$ cat src/rtl/wav_riff_header_parser_defines.svh
// Assertion macros used by the file that checks the parser.
`ifndef WAV_RIFF_HEADER_PARSER_DEFINES_SVH
`define WAV_RIFF_HEADER_PARSER_DEFINES_SVH

// The consequent must hold in the same cycle as the antecedent.
`define WRP_ASSERT_SAME(label, pre, post) \
   label: assert property (@(posedge clock) disable iff (reset) (pre) |-> (post)) \
      else $error("wav_riff_header_parser: same-cycle check failed");

// The consequent must hold in the cycle after the antecedent.
`define WRP_ASSERT_NEXT(label, pre, post) \
   label: assert property (@(posedge clock) disable iff (reset) (pre) |=> (post)) \
      else $error("wav_riff_header_parser: next-cycle check failed");

`endif

$ cat src/rtl/wrp_pkg.sv
package wrp_pkg;

   localparam logic [31:0] TAG_RIFF = 32'h4646_4952;  // "RIFF" little endian
   localparam logic [31:0] TAG_WAVE = 32'h4556_4157;  // "WAVE"
   localparam logic [31:0] TAG_FMT  = 32'h2074_6d66;  // "fmt "
   localparam logic [31:0] TAG_DATA = 32'h6174_6164;  // "data"

   localparam logic [2:0] STATUS_OK       = 3'd0;
   localparam logic [2:0] STATUS_NOT_RIFF = 3'd1;
   localparam logic [2:0] STATUS_NOT_WAVE = 3'd2;
   localparam logic [2:0] STATUS_NO_FMT   = 3'd3;
   localparam logic [2:0] STATUS_NO_DATA  = 3'd4;

   typedef struct packed {
      logic [7:0] data_byte;
      logic       end_of_buffer;
   } item_type;

   typedef struct packed {
      logic [2:0]  status;
      logic [15:0] channels;
      logic [31:0] sample_rate;
      logic [15:0] bits_per_sample;
      logic [31:0] data_length;
      logic [31:0] data_offset;
   } rsp_type;

endpackage

$ cat src/rtl/wrp_in_stage.sv
module wrp_in_stage (
   input  logic              clock,
   input  logic              reset,
   input  logic              req_valid,
   output logic              req_stall,
   input  wrp_pkg::item_type req_item,
   input  logic              advance,
   output logic              item_valid,
   output wrp_pkg::item_type item
);

   logic              valid_ff;
   logic              valid_in;
   wrp_pkg::item_type item_ff;
   logic              accept;

   // The held item leaves whenever the result side can advance.
   assign req_stall  = valid_ff && !advance;
   assign accept     = req_valid && !req_stall;
   assign valid_in   = accept ? 1'b1 : (advance ? 1'b0 : valid_ff);
   assign item_valid = valid_ff;
   assign item       = item_ff;

   always_ff @(posedge clock) begin
      if (reset) begin
         valid_ff <= 1'b0;
      end else begin
         valid_ff <= valid_in;
      end
      if (accept) begin
         item_ff <= req_item;
      end
   end

endmodule

$ cat src/rtl/wrp_parser.sv
module wrp_parser (
   input  logic              clock,
   input  logic              reset,
   input  logic              fire,
   input  wrp_pkg::item_type item,
   output logic              got,
   output wrp_pkg::rsp_type  res
);

   typedef enum logic [3:0] {
      PH_TAG_RIFF,
      PH_RIFF_SIZE,
      PH_TAG_WAVE,
      PH_FMT_ID,
      PH_FMT_HDR_SIZE,
      PH_FMT_SKIP_SIZE,
      PH_FMT_SKIP,
      PH_FMT_BODY,
      PH_DATA_ID,
      PH_DATA_HDR_SIZE,
      PH_DATA_SKIP_SIZE,
      PH_DATA_SKIP
   } phase_type;

   // Byte offsets inside the fmt body.
   localparam logic [4:0] OFS_CH_LO   = 5'd2;
   localparam logic [4:0] OFS_CH_HI   = 5'd3;
   localparam logic [4:0] OFS_RATE_0  = 5'd4;
   localparam logic [4:0] OFS_RATE_1  = 5'd5;
   localparam logic [4:0] OFS_RATE_2  = 5'd6;
   localparam logic [4:0] OFS_RATE_3  = 5'd7;
   localparam logic [4:0] OFS_BITS_LO = 5'd14;
   localparam logic [4:0] OFS_BITS_HI = 5'd15;
   localparam logic [4:0] FIELD_BYTES = 5'd4;
   localparam logic [4:0] BODY_BYTES  = 5'd16;

   phase_type   phase_ff, phase_in;
   logic [31:0] pos_ff, pos_in;
   logic [31:0] window_ff, window_in;
   logic [31:0] skip_ff, skip_in;
   logic [4:0]  count_ff, count_in;
   logic [15:0] ch_ff, ch_in;
   logic [31:0] rate_ff, rate_in;
   logic [15:0] bits_ff, bits_in;
   logic        reported_ff, reported_in;

   logic [4:0]  count_inc;
   logic        count_done;
   logic [31:0] window_shift;
   logic [7:0]  b;
   logic        eob;
   logic        clear_all;
   logic [2:0]  st;
   logic [31:0] len;
   logic [31:0] off;

   assign b            = item.data_byte;
   assign eob          = item.end_of_buffer;
   assign count_inc    = count_ff + 5'd1;
   assign count_done   = (count_inc >= FIELD_BYTES);
   assign window_shift = {b, window_ff[31:8]};

   always_comb begin
      phase_in    = phase_ff;
      pos_in      = pos_ff;
      window_in   = window_ff;
      skip_in     = skip_ff;
      count_in    = count_ff;
      ch_in       = ch_ff;
      rate_in     = rate_ff;
      bits_in     = bits_ff;
      reported_in = reported_ff;
      got         = 1'b0;
      clear_all   = 1'b0;
      st          = wrp_pkg::STATUS_OK;
      len         = '0;
      off         = '0;

      if (reported_ff) begin
         // Bytes after a result are dropped; the end mark rearms.
         clear_all = eob;
      end else begin
         case (phase_ff)
            PH_TAG_RIFF: begin
               window_in = window_shift;
               count_in  = count_done ? 5'd0 : count_inc;
               if (count_done) begin
                  if (window_shift != wrp_pkg::TAG_RIFF) begin
                     got = 1'b1;
                     st  = wrp_pkg::STATUS_NOT_RIFF;
                  end else begin
                     phase_in = PH_RIFF_SIZE;
                  end
               end
            end
            PH_RIFF_SIZE: begin
               count_in = count_done ? 5'd0 : count_inc;
               if (count_done) begin
                  phase_in = PH_TAG_WAVE;
               end
            end
            PH_TAG_WAVE: begin
               window_in = window_shift;
               count_in  = count_done ? 5'd0 : count_inc;
               if (count_done) begin
                  if (window_shift != wrp_pkg::TAG_WAVE) begin
                     got = 1'b1;
                     st  = wrp_pkg::STATUS_NOT_WAVE;
                  end else begin
                     phase_in = PH_FMT_ID;
                  end
               end
            end
            PH_FMT_ID: begin
               window_in = window_shift;
               count_in  = count_done ? 5'd0 : count_inc;
               if (count_done) begin
                  phase_in = (window_shift == wrp_pkg::TAG_FMT) ? PH_FMT_HDR_SIZE
                                                               : PH_FMT_SKIP_SIZE;
               end
            end
            PH_DATA_ID: begin
               window_in = window_shift;
               count_in  = count_done ? 5'd0 : count_inc;
               if (count_done) begin
                  phase_in = (window_shift == wrp_pkg::TAG_DATA) ? PH_DATA_HDR_SIZE
                                                                : PH_DATA_SKIP_SIZE;
               end
            end
            PH_FMT_HDR_SIZE: begin
               count_in = count_done ? 5'd0 : count_inc;
               if (count_done) begin
                  phase_in = PH_FMT_BODY;
               end
            end
            PH_FMT_SKIP_SIZE: begin
               window_in = window_shift;
               count_in  = count_done ? 5'd0 : count_inc;
               if (count_done) begin
                  skip_in  = window_shift;
                  phase_in = (window_shift != 32'd0) ? PH_FMT_SKIP : PH_FMT_ID;
               end
            end
            PH_DATA_SKIP_SIZE: begin
               window_in = window_shift;
               count_in  = count_done ? 5'd0 : count_inc;
               if (count_done) begin
                  skip_in  = window_shift;
                  phase_in = (window_shift != 32'd0) ? PH_DATA_SKIP : PH_DATA_ID;
               end
            end
            PH_FMT_SKIP: begin
               skip_in = skip_ff - 32'd1;
               if (skip_in == 32'd0) begin
                  phase_in = PH_FMT_ID;
               end
            end
            PH_DATA_SKIP: begin
               skip_in = skip_ff - 32'd1;
               if (skip_in == 32'd0) begin
                  phase_in = PH_DATA_ID;
               end
            end
            PH_FMT_BODY: begin
               case (count_ff)
                  OFS_CH_LO:   ch_in[7:0]     = b;
                  OFS_CH_HI:   ch_in[15:8]    = b;
                  OFS_RATE_0:  rate_in[7:0]   = b;
                  OFS_RATE_1:  rate_in[15:8]  = b;
                  OFS_RATE_2:  rate_in[23:16] = b;
                  OFS_RATE_3:  rate_in[31:24] = b;
                  OFS_BITS_LO: bits_in[7:0]   = b;
                  OFS_BITS_HI: bits_in[15:8]  = b;
                  default: ;
               endcase
               // The walk resumes after 16 body bytes whatever the size says.
               if (count_inc >= BODY_BYTES) begin
                  count_in = 5'd0;
                  phase_in = PH_DATA_ID;
               end else begin
                  count_in = count_inc;
               end
            end
            PH_DATA_HDR_SIZE: begin
               window_in = window_shift;
               count_in  = count_done ? 5'd0 : count_inc;
               if (count_done) begin
                  // With the end mark here no audio byte follows.
                  got = 1'b1;
                  st  = eob ? wrp_pkg::STATUS_NO_DATA : wrp_pkg::STATUS_OK;
                  len = window_shift;
                  off = pos_ff + 32'd1;
               end
            end
            default: begin
               phase_in = PH_TAG_RIFF;
               count_in = 5'd0;
            end
         endcase

         pos_in = pos_ff + 32'd1;

         // The end mark without a result reports where the walk stopped.
         if (!got && eob) begin
            got = 1'b1;
            case (phase_in)
               PH_TAG_RIFF: st = wrp_pkg::STATUS_NOT_RIFF;
               PH_RIFF_SIZE, PH_TAG_WAVE: st = wrp_pkg::STATUS_NOT_WAVE;
               PH_FMT_ID, PH_FMT_HDR_SIZE, PH_FMT_SKIP_SIZE, PH_FMT_SKIP:
                  st = wrp_pkg::STATUS_NO_FMT;
               PH_FMT_BODY:
                  st = (count_in == 5'd0) ? wrp_pkg::STATUS_NO_FMT
                                          : wrp_pkg::STATUS_NO_DATA;
               default: st = wrp_pkg::STATUS_NO_DATA;
            endcase
         end

         if (got) begin
            clear_all   = eob;
            reported_in = !eob;
         end
      end

      if (clear_all) begin
         phase_in    = PH_TAG_RIFF;
         pos_in      = '0;
         window_in   = '0;
         skip_in     = '0;
         count_in    = '0;
         ch_in       = '0;
         rate_in     = '0;
         bits_in     = '0;
         reported_in = 1'b0;
      end
   end

   // Result fields other than status are zero on any error.
   always_comb begin
      res.status = st;
      if (st == wrp_pkg::STATUS_OK) begin
         res.channels        = ch_in;
         res.sample_rate     = rate_ff;
         res.bits_per_sample = bits_ff;
         res.data_length     = len;
         res.data_offset     = off;
      end else begin
         res.channels        = '0;
         res.sample_rate     = '0;
         res.bits_per_sample = '0;
         res.data_length     = '0;
         res.data_offset     = '0;
      end
   end

   always_ff @(posedge clock) begin
      if (reset) begin
         phase_ff    <= PH_TAG_RIFF;
         pos_ff      <= '0;
         window_ff   <= '0;
         skip_ff     <= '0;
         count_ff    <= '0;
         ch_ff       <= '0;
         rate_ff     <= '0;
         bits_ff     <= '0;
         reported_ff <= 1'b0;
      end else if (fire) begin
         phase_ff    <= phase_in;
         pos_ff      <= pos_in;
         window_ff   <= window_in;
         skip_ff     <= skip_in;
         count_ff    <= count_in;
         ch_ff       <= ch_in;
         rate_ff     <= rate_in;
         bits_ff     <= bits_in;
         reported_ff <= reported_in;
      end
   end

endmodule

$ cat src/rtl/wrp_out_stage.sv
module wrp_out_stage (
   input  logic             clock,
   input  logic             reset,
   input  logic             load,
   input  wrp_pkg::rsp_type res,
   input  logic             rsp_stall,
   output logic             rsp_valid,
   output wrp_pkg::rsp_type rsp,
   output logic             advance
);

   logic             valid_ff;
   logic             valid_in;
   wrp_pkg::rsp_type rsp_ff;

   // The register can take a new result when empty or being drained.
   assign advance   = !valid_ff || !rsp_stall;
   assign valid_in  = load ? 1'b1 : (rsp_stall ? valid_ff : 1'b0);
   assign rsp_valid = valid_ff;
   assign rsp       = rsp_ff;

   always_ff @(posedge clock) begin
      if (reset) begin
         valid_ff <= 1'b0;
      end else begin
         valid_ff <= valid_in;
      end
      if (load) begin
         rsp_ff <= res;
      end
   end

endmodule

$ cat src/rtl/wav_riff_header_parser.sv
// Parses a WAV buffer streamed one byte per item and returns at most one result per buffer:
// the status, the fmt fields and the length and position of the data chunk. One byte is
// accepted every cycle while the result register is free or being drained; the per-byte
// parser state update is the single step between the input register and the result
// register, which loads a result as the byte that completes it leaves the input register. After a
// result the remaining bytes of the buffer are taken and dropped, and the byte that
// carries end_of_buffer rearms the parser for the next buffer.
`include "wav_riff_header_parser_defines.svh"

module wav_riff_header_parser (
   input  logic        clock,
   input  logic        reset,
   input  logic        req_valid,
   output logic        req_stall,
   input  logic [7:0]  req_data_byte,
   input  logic        req_end_of_buffer,
   output logic        rsp_valid,
   input  logic        rsp_stall,
   output logic [2:0]  rsp_status,
   output logic [15:0] rsp_channels,
   output logic [31:0] rsp_sample_rate,
   output logic [15:0] rsp_bits_per_sample,
   output logic [31:0] rsp_data_length,
   output logic [31:0] rsp_data_offset
);

   wrp_pkg::item_type req_item;
   wrp_pkg::item_type item;
   wrp_pkg::rsp_type  res;
   wrp_pkg::rsp_type  rsp;
   logic              item_valid;
   logic              advance;
   logic              fire;
   logic              got;

   assign req_item.data_byte     = req_data_byte;
   assign req_item.end_of_buffer = req_end_of_buffer;
   assign fire                   = item_valid && advance;

   wrp_in_stage u_in (
      .clock      (clock),
      .reset      (reset),
      .req_valid  (req_valid),
      .req_stall  (req_stall),
      .req_item   (req_item),
      .advance    (advance),
      .item_valid (item_valid),
      .item       (item)
   );

   wrp_parser u_parser (
      .clock (clock),
      .reset (reset),
      .fire  (fire),
      .item  (item),
      .got   (got),
      .res   (res)
   );

   wrp_out_stage u_out (
      .clock     (clock),
      .reset     (reset),
      .load      (fire && got),
      .res       (res),
      .rsp_stall (rsp_stall),
      .rsp_valid (rsp_valid),
      .rsp       (rsp),
      .advance   (advance)
   );

   assign rsp_status          = rsp.status;
   assign rsp_channels        = rsp.channels;
   assign rsp_sample_rate     = rsp.sample_rate;
   assign rsp_bits_per_sample = rsp.bits_per_sample;
   assign rsp_data_length     = rsp.data_length;
   assign rsp_data_offset     = rsp.data_offset;

   `WRP_ASSERT_NEXT(a_result_lands, fire && got, rsp_valid)
   `WRP_ASSERT_SAME(a_stall_cause, req_stall, item_valid && rsp_valid && rsp_stall)
   `WRP_ASSERT_SAME(a_error_zero, rsp_valid && (rsp_status != wrp_pkg::STATUS_OK),
      (rsp_channels == 16'd0) && (rsp_sample_rate == 32'd0) &&
      (rsp_bits_per_sample == 16'd0) && (rsp_data_length == 32'd0) &&
      (rsp_data_offset == 32'd0))

endmodule

$ cat config.mk
export PLATFORM = sky130hd
export DESIGN_NAME = wav_riff_header_parser
export DESIGN_NICKNAME = d
export VERILOG_FILES = /design/src/rtl/wrp_pkg.sv /design/src/rtl/wrp_in_stage.sv /design/src/rtl/wrp_parser.sv /design/src/rtl/wrp_out_stage.sv /design/src/rtl/wav_riff_header_parser.sv
export VERILOG_INCLUDE_DIRS = /design/src /design/src/rtl
export SDC_FILE = /design/constraint.sdc
export NUM_CORES = 1
export LEC_CHECK = 0
export ABC_AREA = 1
export ABC_CLOCK_PERIOD_IN_PS = 7420
export BUFFER_PORTS_ARGS = -buffer_cell sky130_fd_sc_hd__buf_4
export CORE_MARGIN = 1.5
export CORE_UTILIZATION = 40
export CTS_BUF_LIST = sky130_fd_sc_hd__clkbuf_2 sky130_fd_sc_hd__clkbuf_4 sky130_fd_sc_hd__clkbuf_8
export CTS_CLUSTER_SIZE = 8
export DETAILED_ROUTE_END_ITERATION = 7
export GPL_TIMING_DRIVEN = 0
export PLACE_DENSITY = 0.59
export SYNTH_ARGS = -nofsm -noshare
export SYNTH_HDL_FRONTEND = slang
export SYNTH_HIERARCHICAL = 1
export SYNTH_SLANG_ARGS = --single-unit
$ cat constraint.sdc
create_clock -name clock -period 7.42 [get_ports clock]
set_input_delay 1.113 -clock clock [delete_from_list [all_inputs] [get_ports clock]]
set_output_delay 1.113 -clock clock [all_outputs]
set_load 0.05 [all_outputs]
==> flow_summary_export.csv, run 1 <==
group,metric,value,unit
floorplan,dieArea,40000,µm²
cts,cts_inserted_buffers,51,
placed_design,dp_hpwl,33.8,mm
critical_path,timing.critical_path.fanout_max,37,
placed_design,gpl.final_weighted_congestion,0.910,
synth,synth_cells,1856,
placed_design,placed_cells_incl_taps,2515,
global_route,grt_start_max_net_pins,38,
sta,timing.fmax,0.244,GHz
layout,fraction_of_final_layout_cells_with_drive_strength_greater_than_1,0.204,
floorplan,die_wd,200,µm
synth,synth_top_cells_by_area,"sky130_fd_sc_hd__edfxtp_1 (27%), sky130_fd_sc_hd__dfxtp_1 (21%), sky130_fd_sc_hd__nand2_1 (9.1%)",
power_and_ir_drop,post-layout-total-power,3.86,mW
layout,area_growth,18.3,%
synth,synth_largest_type_area_fraction,0.271,
detailed_routing,detailroute.wirelength.met3,2.32,mm
floorplan,fp-row-count,71,
cts,clk-insertion-delay-late,0.61,ns
detailed_routing,final_antenna_net_count,0,
detailed_routing,highest-signal-layer,"met4",
critical_path,worst_ep_arrival_time,4.37,ns
synth,synth_ff_type,"sky130_fd_sc_hd__dfxtp_1",
detailed_routing,drt-wirelength-per-cell,17.0,µm
sta,grt_setup_unrepaired,"no",
synth,asyncSetResetFlopFracSynth,0,
sta,finalSetupViolCount,0,
floorplan,core_footprint,37900,µm²
global_route,globalRouteTotalUtil,0.223,
synth,ys_warn_count,6,
synth,ys_seq_elements,304,
critical_path,worst-endpoint-required,7.69,ns
synth,synth.distinct_cells,39,
sta,worst_clock_skew,0.0426,ns
detailed_routing,routed-via-count,13200,
min_path,hold_path_class,"reg2reg",
detailed_routing,routed_wl,44.4,mm
global_route,grt_antenna_before_repair,0,
floorplan,num_io_pins,146,
sta,min_period_over_period,0.553,
placed_design,port-buffer-count,145,
detailed_routing,detail_route.first_pass.iterations,5,
detailed_routing,met1_length,20.4,mm
power_and_ir_drop,power.density_cell_area,210,nW/µm²
layout,fin_nets,2078,
global_route,grt_first_pass_wirelength,68.9,mm
layout,n_antenna_cell,0,
cts,cts_root_buffer,"sky130_fd_sc_hd__clkbuf_8",
layout,cell_count_final_fillers_out,2609,
synth,synthMostInstantiatedCell,"sky130_fd_sc_hd__nand2_1",
synth,syn_avg_cell_area,8.37,µm²
sta,timing.max_slew.rel_slack,0.222,
power_and_ir_drop,leakage,6.84,nW
cts,post_cts.resized_instances,0,
sta,finalMaxSlewViolations,0,
detailed_routing,drt_iter0_markers,955,
power_and_ir_drop,peakVddDrop,0.102,mV
synth,yosysSeqAreaShare,0.482,
critical_path,end_kind,"flip-flop",
run_status,result_of_the_run,"finished clean",
cts,cts_max_level,2,
floorplan,start_util,0.409,
detailed_routing,met2_wirelength,20.4,mm
synth,synth_largest_area_cell,"sky130_fd_sc_hd__edfxtp_1",
detailed_routing,route.detailed.drc,0,
cts,cts_tree,"built",
cts,tritoncts_num_sinks,304,
sta,post_layout_min_period,4.10,ns
run,max_cap_viol_count,0,
synth,syn_area,15500,µm²
sta,finalHoldViolCount,0,
synth,syn_nets,1877,
critical_path,worst_setup_path_start_kind,"flip-flop",
synth,number_of_synthesized_flops_with_an_enable_pin,140,
synth,most_numerous_cell_types_in_the_synthesized_netlist,"sky130_fd_sc_hd__nand2_1 (376), sky130_fd_sc_hd__inv_1 (193), sky130_fd_sc_hd__a21oi_1 (189), sky130_fd_sc_hd__nor2_1 (172), sky130_fd_sc_hd__dfxtp_1 (164)",
floorplan,die_h,200,µm
cts,post_cts_hold_fix_bufs,0,
cts,clk_pin_slew,0.06,ns
global_route,vias_in_the_first_global_route,12400,
global_route,grt_overflow,0,
cts,post_cts_buffers,0,
sta,tightest_slew,1.16,ns
detailed_routing,avgViaCountPerCell,5.04,
cts,cts-root-to-sink-buffers,3,
critical_path,start_to_end_type_of_the_worst_setup_path,"reg2reg",
[placed cells by master (no fill, tap or decap), types with 5 or more instances in the layout]
| cell type | n |
|---|---|
| sky130_fd_sc_hd__nand4_1 | 29 |
| sky130_fd_sc_hd__nor2_2 | 33 |
| sky130_fd_sc_hd__o211ai_1 | 25 |
| sky130_fd_sc_hd__o21ai_0 | 119 |
| sky130_fd_sc_hd__clkbuf_1 | 67 |
| sky130_fd_sc_hd__clkinv_2 | 5 |
| sky130_fd_sc_hd__nand3_1 | 93 |
| sky130_fd_sc_hd__edfxtp_1 | 140 |
| sky130_fd_sc_hd__clkinv_1 | 6 |
| sky130_fd_sc_hd__nor2_4 | 109 |
| sky130_fd_sc_hd__buf_4 | 145 |
| sky130_fd_sc_hd__a211oi_1 | 10 |
| sky130_fd_sc_hd__a21oi_1 | 189 |
| sky130_fd_sc_hd__clkbuf_8 | 59 |
| sky130_fd_sc_hd__ha_1 | 8 |
| sky130_fd_sc_hd__nand2_2 | 12 |
| sky130_fd_sc_hd__nor3_1 | 27 |
| sky130_fd_sc_hd__nor2_1 | 172 |
| sky130_fd_sc_hd__clkbuf_4 | 25 |
| sky130_fd_sc_hd__buf_12 | 14 |
| sky130_fd_sc_hd__inv_1 | 193 |
| sky130_fd_sc_hd__or2_2 | 9 |
| sky130_fd_sc_hd__xor2_1 | 16 |
| sky130_fd_sc_hd__xnor2_1 | 8 |
| sky130_fd_sc_hd__nand2_1 | 376 |
| sky130_fd_sc_hd__a31oi_1 | 5 |
| sky130_fd_sc_hd__dfxtp_1 | 164 |
| sky130_fd_sc_hd__inv_2 | 6 |
[report_power, final]
part | leakage (nW) | total (mW) | internal, mW | switching, mW
clock | 0.567 | 1.52 | 0.846 | 0.675
combinational | 3.53 | 0.502 | 0.147 | 0.356
sequential | 2.74 | 1.84 | 1.80 | 0.0406
total | 6.84 | 3.86 | 2.79 | 1.07
[kinds of logic (layout without fill, tap and decap cells)]
kind of cell,count (synthesis),in the layout,share of synthesized area
AOI/OAI and AO/OA,360,360,0.123
adders and majority gates,8,8,0.00644
and+or+nand+nor,876,876,0.292
buffers and inverters,283,525,0.0818
DFF,304,304,0.482
xor gates and xnor gates,25,25,0.0146
[area by class of cell]
cell class              instances  area, µm²
fillers                      3703      19600
flip-flops and latches        304       7490
repair buffers                148       1150
well taps                     511        639
multi-input cells            1269       6780
clock inverters                10       43.8
clock buffers                  84       1000
inverters                     200        751
plain buffers                  83        520
[worst paths after layout]
path | from | end | slack, ns | depth (start not counted)
worst max register to register | u_parser/count_ff[0] | u_out/rsp[22] | 3.32 | 16
worst min register to register | u_parser/rate_ff[28] | u_parser/rate_ff[28] | 0.47 | 2
worst max-delay path | u_parser/count_ff[0] | u_out/rsp[22] | 3.32 | 16
worst min-delay path | u_parser/rate_ff[28] | u_parser/rate_ff[28] | 0.47 | 2
[worst max-delay path, stage by stage, from the launching register on]
cell and delay, ns:
sky130_fd_sc_hd__dfxtp_1 0.44, sky130_fd_sc_hd__ha_1 0.25, sky130_fd_sc_hd__inv_1 0.07, sky130_fd_sc_hd__nor2_1 0.10, sky130_fd_sc_hd__ha_1 0.28, sky130_fd_sc_hd__nand3_2 0.20, sky130_fd_sc_hd__inv_1 0.14, sky130_fd_sc_hd__nor2_1 0.14
sky130_fd_sc_hd__o21ai_0 0.17, sky130_fd_sc_hd__nand3_1 0.20, sky130_fd_sc_hd__nor2_1 0.06, sky130_fd_sc_hd__nor2_1 0.10, sky130_fd_sc_hd__inv_1 0.07, sky130_fd_sc_hd__nor2_4 0.74, sky130_fd_sc_hd__buf_12 0.31, sky130_fd_sc_hd__buf_12 0.24
sky130_fd_sc_hd__buf_12 0.23
[registers in the layout, indices dropped and copies added (netlist names)]
signal                count
u_in/item                 9
u_in/item_valid           1
u_out/rsp               131
u_out/rsp_valid           1
u_parser/bits_ff         16
u_parser/ch_ff           16
u_parser/count_ff         5
u_parser/phase_ff         4
u_parser/pos_ff          32
u_parser/rate_ff         32
u_parser/reported_ff      1
u_parser/skip_ff         32
u_parser/window_ff       24
[layer usage]
| layer | track usage | vias up |
|---|---|---|
| met5 | 0 | - |
| met4 | 0.0805 | 0 |
| met3 | 0.0326 | 81 |
| met2 | 0.363 | 371 |
| met1 | 0.303 | 6172 |
| li1 | - | 6536 |
[per-stage QoR]
stage / hold slack (ns) / setup TNS, ns / instance area (µm²) / utilization / setup slack, ns
global route: 0.505 / 0 / 18400 / 0.484 / 2.90
finish: 0.472 / 0 / 18400 / 0.484 / 3.32
global placement: 0.467 / -0.0516 / 17300 / 0.455 / -0.0367
CTS: 0.479 / 0 / 18400 / 0.484 / 3.28
detailed placement: 0.471 / 0 / 17300 / 0.457 / 3.30
floorplan: 0.447 / 0 / 15500 / - / 1.72
No activity file was read; power rests on OpenSTA's default activity.
==> run 2: changes to the inputs <==
ABC_CLOCK_PERIOD_IN_PS = 3600   (was 7420)
PLACE_DENSITY = 0.61   (was 0.59)
clock period = 3.6 ns   (was 7.42 ns; I/O delays follow)
==> run 2 against run 1 <==
  * Global-route usage increased by 0.074 points
  * Critical path depth increased by 8
  * Clock skew shrank 0.019 ns
  * Via count is 1.0% higher
  * Combinational power is 130% higher
  * Cell count is 0.73% higher
  * Worst setup slack worse by 3.2 ns
  * Die area is the same
  * Flip-flop and latch count unchanged
  * Clock-buffer cell count did not move
  * Critical path type unchanged
  * Highest routed layer unchanged
==> flow_summary_export.csv, run 2 (same netlist as run 1, synthesis figures left out) <==
group,metric,value,unit
run_status,result_of_the_run,"finished clean",
layout,largest_reg_flops,131,
sta,post_layout_min_period,3.48,ns
sta,timing.max_slew.rel_slack,0.119,
detailed_routing,drt-wirelength-per-cell,17.2,µm
floorplan,num_io_pins,146,
sta,finalMaxSlewViolations,0,
floorplan,core_footprint,37900,µm²
layout,fin_nets,2099,
cts,cts_root_buffer,"sky130_fd_sc_hd__clkbuf_8",
global_route,grt_start_max_net_pins,39,
detailed_routing,detail_route.first_pass.iterations,5,
sta,finalSetupViolCount,0,
cts,clk-insertion-delay-late,0.59,ns
detailed_routing,final_antenna_net_count,0,
placed_design,dp_hpwl,33.7,mm
global_route,globalRouteTotalUtil,0.224,
power_and_ir_drop,power.density_cell_area,424,nW/µm²
cts,cts_inserted_buffers,50,
floorplan,fp-row-count,71,
placed_design,placed_cells_incl_taps,2516,
placed_design,port-buffer-count,145,
cts,cts_max_level,2,
sta,finalHoldViolCount,0,
placed_design,placed_cell_area,17400,µm²
critical_path,crit_path_max_incr_delay,0.40,ns
power_and_ir_drop,leakage,7.05,nW
layout,fraction_of_final_layout_cells_with_drive_strength_greater_than_1,0.229,
layout,fillers,3643,
run,max_cap_viol_count,0,
min_path,hold_path_class,"in2reg",
critical_path,crit_top_cell,"sky130_fd_sc_hd__nand2_1",
cts,cts-root-to-sink-buffers,3,
floorplan,dieArea,40000,µm²
floorplan,start_util,0.409,
sta,worst_clock_skew,0.0237,ns
sta,timing.fmax,0.288,GHz
critical_path,worst-endpoint-required,3.93,ns
detailed_routing,route.detailed.drc,0,
placed_design,gpl.final_weighted_congestion,0.940,
critical_path,crit_slowest_cell,"sky130_fd_sc_hd__dfxtp_1",
cts,post_cts_hold_fix_bufs,0,
power_and_ir_drop,peakVddDrop,0.241,mV
layout,postLayoutCellArea,18900,µm²
critical_path,start_to_end_type_of_the_worst_setup_path,"reg2reg",
critical_path,critical_path_cell_list,"nor2_4, nand2_1, inv_1, nand2_1, nand2_1, nand2_1, inv_1, nand2_1, nor2_2, nand2_1, nor2_2, nand3_4, nand2_2, nand2_2, nor2_4, nand3_1, nand3_2, nand2_1, nand2_1, nand2_2, nand2_4, clkbuf_16, buf_12, nor2_4",
sta,tightest_slew,1.31,ns
layout,mostFrequentLayoutCells,"sky130_fd_sc_hd__nand2_1 (372), sky130_fd_sc_hd__a21oi_1 (188), sky130_fd_sc_hd__inv_1 (186)",
cts,cts_tree,"built",
floorplan,die_wd,200,µm
critical_path,worst_setup_path_start_kind,"flip-flop",
layout,cell_count_final_fillers_out,2628,
detailed_routing,avgViaCountPerCell,5.06,
sta,min_period_over_period,0.966,
detailed_routing,routed_wl,45.2,mm
cts,tritoncts_num_sinks,304,
global_route,grt_overflow,0,
global_route,grt_first_pass_wirelength,69.1,mm
cts,clk_pin_slew,0.06,ns
sta,finalSetupTns,0,ns
critical_path,timing.critical_path.fanout_max,10,
floorplan,die_h,200,µm
critical_path,worst_ep_arrival_time,3.81,ns
layout,area_growth,21.7,%
detailed_routing,routed-via-count,13300,
global_route,grt_antenna_before_repair,0,
detailed_routing,drt_iter0_markers,953,
layout,layout.cells.most_common,"sky130_fd_sc_hd__nand2_1",
critical_path,end_kind,"flip-flop",
layout,n_antenna_cell,0,
global_route,vias_in_the_first_global_route,12600,
[run 2: cell count changes in the layout (fill, tap and decap cells not counted), moves of 6 or more]
| cell | delta |
|---|---|
| sky130_fd_sc_hd__buf_4 | +13 |
| sky130_fd_sc_hd__inv_1 | -7 |
| sky130_fd_sc_hd__nor2_1 | -11 |
| sky130_fd_sc_hd__nor2_4 | +6 |
| sky130_fd_sc_hd__buf_16 | +6 |
| sky130_fd_sc_hd__clkbuf_16 | +8 |
[run 2: power by group]
part | leakage, nW | internal (mW) | switching [mW]
combinational | 3.76 | 0.368 | 0.778
clock | 0.554 | 1.71 | 1.38
sequential | 2.74 | 3.70 | 0.0833
[run 2: repair_timing]
| item | 4_1_cts | 5_1_grt |
|---|---|---|
| endpoints found under the hold margin | 0 | 0 |
| pin swaps | 0 | 12 |
| setup buffers | 0 | 13 |
| resized for setup | 3 | 45 |
| endpoints found under the setup margin | 120 | 130 |
| gates cloned | 0 | 8 |
[run 2: area by class of cell]
cell class,count,area [µm²],share of cell area
clock inverter,7,43.8,0.00232
tap,511,639,0.0338
multi-input combinational,1269,6950,0.368
timing repair buffer,170,1470,0.0776
sequential,304,7490,0.396
inverter,200,757,0.0400
buffer,83,574,0.0304
clock buffer,84,981,0.0519
[run 2: through the flow]
stage	hold slack, ns	utilization	worst slack (ns)	power (mW)
after floorplan	0.447	-	-0.328	4.58
after global placement	0.462	0.456	-1.43	4.88
after detailed placement	0.468	0.458	-0.132	4.89
after CTS	0.0752	0.486	0.0197	8.01
after global routing	0.0894	0.498	-0.0509	8.37
final	0.127	0.498	0.124	8.02
[run 2: routing by layer]
layer | global-route usage | up-vias | routed length (µm)
li1 | - | 6585 | -
met1 | 0.302 | 6230 | 20500
met2 | 0.373 | 399 | 21100
met3 | 0.0309 | 84 | 2420
met4 | 0.0705 | 0 | 1160
met5 | 0 | - | 0
[run 2: worst paths after layout]
path	startpoint	to	slack [ns]	cells after the start
worst max register to register	u_parser/skip_ff[8]	u_out/rsp[91]	0.12	24
worst min register to register	u_parser/rate_ff[29]	u_parser/rate_ff[29]	0.47	2
worst max-delay path	u_parser/skip_ff[8]	u_out/rsp[91]	0.12	24
worst min-delay path	req_data_byte[2]	u_in/item[3]	0.13	1
[run 2: critical path: cells and delay by family (launching register included)]
kind	cells	cell delay, ns
flops	1	0.40
simple gates	20	2.19
buf+inv	4	0.61
